File: src/rtl/tmf_pkg.sv
package tmf_pkg;

  localparam int DATA_W = 12;
  localparam int CH_W   = 3;

  localparam logic [DATA_W-1:0] DATA_MAX = {DATA_W{1'b1}};
  localparam logic [DATA_W-1:0] DATA_MIN = '0;

  localparam logic REQ_WRITE   = 1'b0;
  localparam logic REQ_COMPUTE = 1'b1;

  typedef enum logic [2:0] {
    ST_CLEAR,
    ST_IDLE,
    ST_STREAM,
    ST_FLUSH,
    ST_DRAIN,
    ST_DIV
  } state_t;

  typedef struct packed {
    logic clear;
    logic shift;
  } cell_ctl_t;

endpackage

File: src/rtl/tmf_cell.sv
module tmf_cell #(
  parameter bit MIN_SIDE = 1'b1
) (
  input  logic                        clk,
  input  logic                        rst_n,
  input  tmf_pkg::cell_ctl_t          ctl,
  input  logic                        in_valid,
  input  logic [tmf_pkg::DATA_W-1:0]  in_data,
  input  logic [tmf_pkg::DATA_W-1:0]  shift_data,
  output logic [tmf_pkg::DATA_W-1:0]  held,
  output logic                        pass_valid,
  output logic [tmf_pkg::DATA_W-1:0]  pass_data
);

  logic [tmf_pkg::DATA_W-1:0] held_r, pass_r;
  logic                       pass_valid_r;
  logic                       take_in;

  // min side keeps the smaller value and hands the larger one on
  assign take_in = MIN_SIDE ? (in_data < held_r) : (in_data > held_r);

  always_ff @(posedge clk) begin
    if (!rst_n) begin
      pass_valid_r <= 1'b0;
      held_r       <= MIN_SIDE ? tmf_pkg::DATA_MAX : tmf_pkg::DATA_MIN;
    end else if (ctl.clear) begin
      pass_valid_r <= 1'b0;
      held_r       <= MIN_SIDE ? tmf_pkg::DATA_MAX : tmf_pkg::DATA_MIN;
    end else if (ctl.shift) begin
      pass_valid_r <= 1'b0;
      held_r       <= shift_data;
    end else if (in_valid) begin
      pass_valid_r <= 1'b1;
      held_r       <= take_in ? in_data : held_r;
      pass_r       <= take_in ? held_r : in_data;
    end else begin
      pass_valid_r <= 1'b0;
    end
  end

  assign held       = held_r;
  assign pass_valid = pass_valid_r;
  assign pass_data  = pass_r;

endmodule

File: config.mk
export PLATFORM = sky130hd
export DESIGN_NAME = tmf_cell
export DESIGN_NICKNAME = d
export VERILOG_FILES = /design/src/rtl/tmf_pkg.sv /design/src/rtl/tmf_cell.sv
export SDC_FILE = /design/constraint.sdc
export NUM_CORES = 1
export LEC_CHECK = 0
export BUFFER_PORTS_ARGS = -buffer_cell sky130_fd_sc_hd__buf_2
export CORE_ASPECT_RATIO = 2
export CORE_MARGIN = 5
export CORE_UTILIZATION = 53
export CTS_BUF_LIST = sky130_fd_sc_hd__clkbuf_8
export DETAILED_ROUTE_END_ITERATION = 7
export PLACE_DENSITY = 0.83
export SYNTH_ARGS = -nofsm -noshare
export SYNTH_HDL_FRONTEND = slang
export SYNTH_SLANG_ARGS = --single-unit
File: constraint.sdc
create_clock -name clk -period 2.8 [get_ports clk]
set_clock_uncertainty 0.15 [all_clocks]
set_input_delay 0.42 -clock clk [delete_from_list [all_inputs] [get_ports clk]]
set_output_delay 0.42 -clock clk [all_outputs]
set_load 0.005 [all_outputs]
# == Word-level counts from Yosys, hierarchy flattened ==
# Index checks and enable logic that the tools add are counted.
# totals
elab_cells,18
output_inout_bits,25
inputBits,29
reg_bits,25
# op_classes
mux,5
n_lt_le_gt_ge,1
bitwise,3
reduce_logical,6
# ops
op,n
$mux 12,4
$lt 12x12->1,1
$reduce_and 4->1,1
$reduce_bool 2->1,2
$not 1->1,3
$reduce_or 3->1,1
$reduce_and 2->1,1
$reduce_or 2->1,1
$mux 1,1

# == Logic depth before layout (Yosys ltp) ==
# depth
depth_word,4
mapped_depth,8
mapped_depth_nobuf,7

# == Worst setup path after synthesis ==
# OpenSTA, ideal clock, no wires.
# synth_timing
path_kind,input port to flip-flop
start,in in_data[9] in the netlist's numbering
end,"reg pass_r (netlist bit pass_data[10]), data pin"
slack_ps,451
path_buffers,1
stages,7
required_ps,2390
setup_ps,260
arrival_time_ps,1938
cell_sequence,ha_1 > a21o_1 > a21o_1 > a221oi_4 > nand2_2 > buf_6 > mux2_4
# synth_between
elab_chain_cells,2
# synth_rtl
element,line_no,rtl
from (decl),tmf_cell.sv:8,"input logic [tmf_pkg::DATA_W-1:0] in_data,"
$lt 12x12->1,tmf_cell.sv:20,assign take_in = MIN_SIDE ? (in_data < held_r) : (in_data > held_r);
$mux 12,tmf_cell.sv:35,pass_r <= take_in ? held_r : in_data;
to (signal assigned),tmf_cell.sv:35,
to (decl),tmf_cell.sv:15,"logic [tmf_pkg::DATA_W-1:0] held_r, pass_r;"
# No other way between the ends.
# A chain may end at the register's enable or synchronous reset.

# == Final worst setup path ==
# layout_timing
start,reg held_r (netlist bit held[2])
end,"reg pass_r (netlist bit pass_data[0]), data pin"
# layout_between
elab_chain_cells,2
# layout_rtl
element,line_no,rtl
from (decl),tmf_cell.sv:15,
from (signal assigned),tmf_cell.sv:25,held_r <= MIN_SIDE ? tmf_pkg::DATA_MAX : tmf_pkg::DATA_MIN;
from (signal assigned),tmf_cell.sv:28,held_r <= MIN_SIDE ? tmf_pkg::DATA_MAX : tmf_pkg::DATA_MIN;
from (signal assigned),tmf_cell.sv:31,held_r <= shift_data;
$lt 12x12->1,tmf_cell.sv:20,
$mux 12,tmf_cell.sv:35,
# No other way between the ends.

==> metrics.cfg <==
[outcome]
status = complete, no violations

[final_layout]
multiInputGateArea_um2 = 992
drive_gt1_share_pct = 33.5
fin_nets = 268
nFillCells = 276
fin_util_pct = 65.0
n_antenna_cell = 0
seq_area_um2 = 621
area_delta_synth_final_pct = 20.0

[detailed_routing]
highest_layer = met4
ant_nets = 0
wl_met3_um = 268
num_vias = 1534
dr.pass1.iters = 5
wl_met1_mm = 1.53
via_per_inst = 5.95
wl_mm = 4.26
wl_per_cell_um = 16.5
routed-wl-met2_mm = 2.35
drtIter0Drc = 25
drc = 0

[power]
intPower_mw = 0.617
pwr-share-clk_pct = 24.8
swShare_pct = 28.2
p_seq_share_pct = 49.1
p_comb_share_pct = 26.1
p_leak_nw = 0.932
p_sw_mw = 0.243
power.density_mw_per_mm2 = 419
peakVddDrop_v = 0.000275
fin_total_pwr_mw = 0.859

[sta]
hold_viol = 0
max_freq_mhz = 412
slew_headroom_pct = 55.8
worstMarginPinSlew_ns = 0.662
min_period_over_period_pct = 86.6
finalSetupTns_ns = 0
setup_viol = 0
rsz0062_at_grt = no
setup_slack_ns = 0.375
min_period_ns = 2.42
slew_violations = 0

[place]
gp_congestion = 0.837
dp_hpwl_mm = 3.15
place_worst_setup_slack_ns = 0.288
port_buffers = 53

[clock_network]
cts_tree = yes
cts-buffers-inserted = 3
cts_buffer_depth = 2
post_cts_resized = 0
clk_latency_ns = 0.27
cts.root.buffer_cell = clkbuf_8
cts-htree-levels = 1
ctsHoldBuffers = 0
cts.clk_slew.worst_paths_ns = 0.09
cts.sinks = 25
cts_setup_buffers = 0

[floorplanning]
num_rows = 29
dieArea_mm2 = 0.00454
initial_core_util_pct = 54.2
ios = 54
core_area_mm2 = 0.00316
fp.dieW_um = 50.2
die_y_um = 90.4

[setup_path]
crit_start = held[2]
timing.rr.start = held[2]
reg2reg_to = pass_data[0]
required_ns = 2.68
worst-path-buf-inv = 2
reg2reg_slack_ns = 0.38
path_max_fanout = 14
crit_path_top_delay_cell = dfxtp_1
cp_slowest_stage_delay_ns = 0.42
critical_path_class = reg2reg
r2r_cells = 8
endpoint_kind = register
cpMostUsedCell = o21ai_0
path_cells = inv_1 > ha_1 > o21ai_0 > o21ai_0 > nand2b_4 > nand2_2 > buf_12 > mux2_2
cp.arrival_ns = 2.30
cp-start-kind = register
cpLargestDelayFamily = compound AO/OA/AOI/OAI gates

[worst_hold_path]
hold_start = in_data[11]
hold_path_end = pass_data[11]
hold-path-cell-count = 2
hold_class = in2reg

[logic_synthesis]
synth_xor_area_share_pct = 0
netlist_instances = 177
synth-compound-area-share_pct = 17.3
synth_top_family_by_area = simple AND/OR/NAND/NOR gates
syn_avg_cell_area_um2 = 9.67
synth.distinct_cells = 30
yosys_warnings = 0
ys_seq_area_share_pct = 36.3
synthSimpleGateAreaFrac_pct = 22.5
ys_ff_latch = 25
synthesis.area_mm2 = 0.00171
synth_nets = 217
synthMuxAreaShare_pct = 10.1
synthAdderAreaFrac_pct = 8.04

[global_routing]
grt_max_degree = 41
antenna_found_initial = 0
grt_usage_pct = 19.0
grt_pass1_vias = 1502
grt_overflow_total = 0
grt_pass1_wl_mm = 6.91

[job]
cap_violations = 0

==> registers in the layout, summed over array words and instances, names as in the netlist <==
register	cells
held	12
pass_valid	1
pass_data	12
==> routing by layer <==
metal / vias to the layer above / GRT usage, %
met5: - / 0
met4: 0 / 7.88
met3: 10 / 3.47
met2: 65 / 33.0
met1: 711 / 21.9
li1: 748 / -
==> cell families (layout without fill, tap and decap cells) <==
family,Yosys count,in the layout
compound gates,35,35
fa+ha+maj,11,11
buf+inv,23,73
flops,25,25
mux,12,12
simple gates,71,71
==> power groups by stage <==
stage,logic [mW],clock network [mW],registers (mW)
floorplan,0.148,0,0.428
global placement,0.221,0,0.430
detailed placement,0.224,0,0.431
CTS,0.226,0.213,0.422
global route,0.247,0.228,0.425
finish,0.224,0.213,0.422
==> cell type report <==
cell class                 instances  area share (%)
tap                               31            1.89
timing repair buffer              58            15.4
clock inverter                     1           0.183
clock buffer                       3            2.01
multi-input combinational        129            48.3
sequential                        25            30.2
inverter                          11            2.01
==> cell usage after synthesis <==
master,n,share of area [%]
nor2_1,16,3.5
dfxtp_1,13,15
nand2_1,13,2.9
nor2b_1,13,4.8
edfxtp_1,12,21
nor3b_1,12,5.3
o211ai_1,12,5.3
ha_1,11,8.0
inv_1,11,2.4
nand3_1,11,3.2
o311a_1,11,6.4
mux2_4,10,8.8
clkbuf_1,8,1.8
a21oi_1,3,0.88
o21ai_0,3,0.88
a21o_1,2,0.88
and4_1,2,1.0
mux2_2,2,1.3
a211oi_1,1,0.44
a221oi_4,1,1.5
a32oi_1,1,0.51
and2_1,1,0.37
buf_1,1,0.22
buf_2,1,0.29
buf_4,1,0.44
buf_6,1,0.66
nand2_2,1,0.37
nand2b_1,1,0.37
nand2b_4,1,0.80
o31a_1,1,0.51
==> worst max-delay path by stage <==
stage | endpoint | cells past startpoint
3_3_place_gp | pass_data[5] | 8
2_1_floorplan | pass_data[10] | 7
6_report | pass_data[0] | 8
5_1_grt | pass_data[3] | 8
4_1_cts | pass_data[0] | 8
3_5_place_dp | pass_data[11] | 8
==> cell usage in the layout, fill, tap and decap left out <==
| cell type | netlist | layout |
|---|---|---|
| nand2_2 | 1 | 1 |
| clkbuf_8 | 0 | 3 |
| dfxtp_1 | 13 | 13 |
| nand2b_1 | 1 | 1 |
| ha_1 | 11 | 11 |
| and4_1 | 2 | 2 |
| o311a_1 | 11 | 11 |
| nor2b_1 | 13 | 13 |
| mux2_2 | 2 | 2 |
| buf_4 | 1 | 4 |
| nand2b_4 | 1 | 1 |
| a211oi_1 | 1 | 1 |
| o21ai_0 | 3 | 3 |
| inv_1 | 11 | 12 |
| a221oi_4 | 1 | 1 |
| edfxtp_1 | 12 | 12 |
| buf_12 | 0 | 1 |
| o211ai_1 | 12 | 12 |
| and2_1 | 1 | 1 |
| nor3b_1 | 12 | 12 |
| nand2_1 | 13 | 13 |
| a21o_1 | 2 | 2 |
| buf_2 | 1 | 53 |
| nor2_1 | 16 | 16 |
| a32oi_1 | 1 | 1 |
| a21oi_1 | 3 | 3 |
| mux2_4 | 10 | 10 |
| o31a_1 | 1 | 1 |
| nand3_1 | 11 | 11 |
==> worst register-to-register path, cell delays in order, from the launching register on <==
cell	delay [ns]
dfxtp_1	0.42
inv_1	0.07
ha_1	0.27
o21ai_0	0.07
o21ai_0	0.39
nand2b_4	0.20
nand2_2	0.13
buf_12	0.16
mux2_2	0.34
==> through the flow <==
| step | area (µm²) | std cells | hold WS, ns |
|---|---|---|---|
| finish | 2050 | 258 | 0.328 |
| global route | 2050 | 258 | 0.329 |
| CTS | 2050 | 258 | 0.332 |
| detailed placement | 2010 | 254 | 0.417 |
| global placement | 2010 | 254 | 0.437 |
| floorplan | 1710 | 177 | 0.390 |
Note: power is estimated with default switching activity, not from simulation.
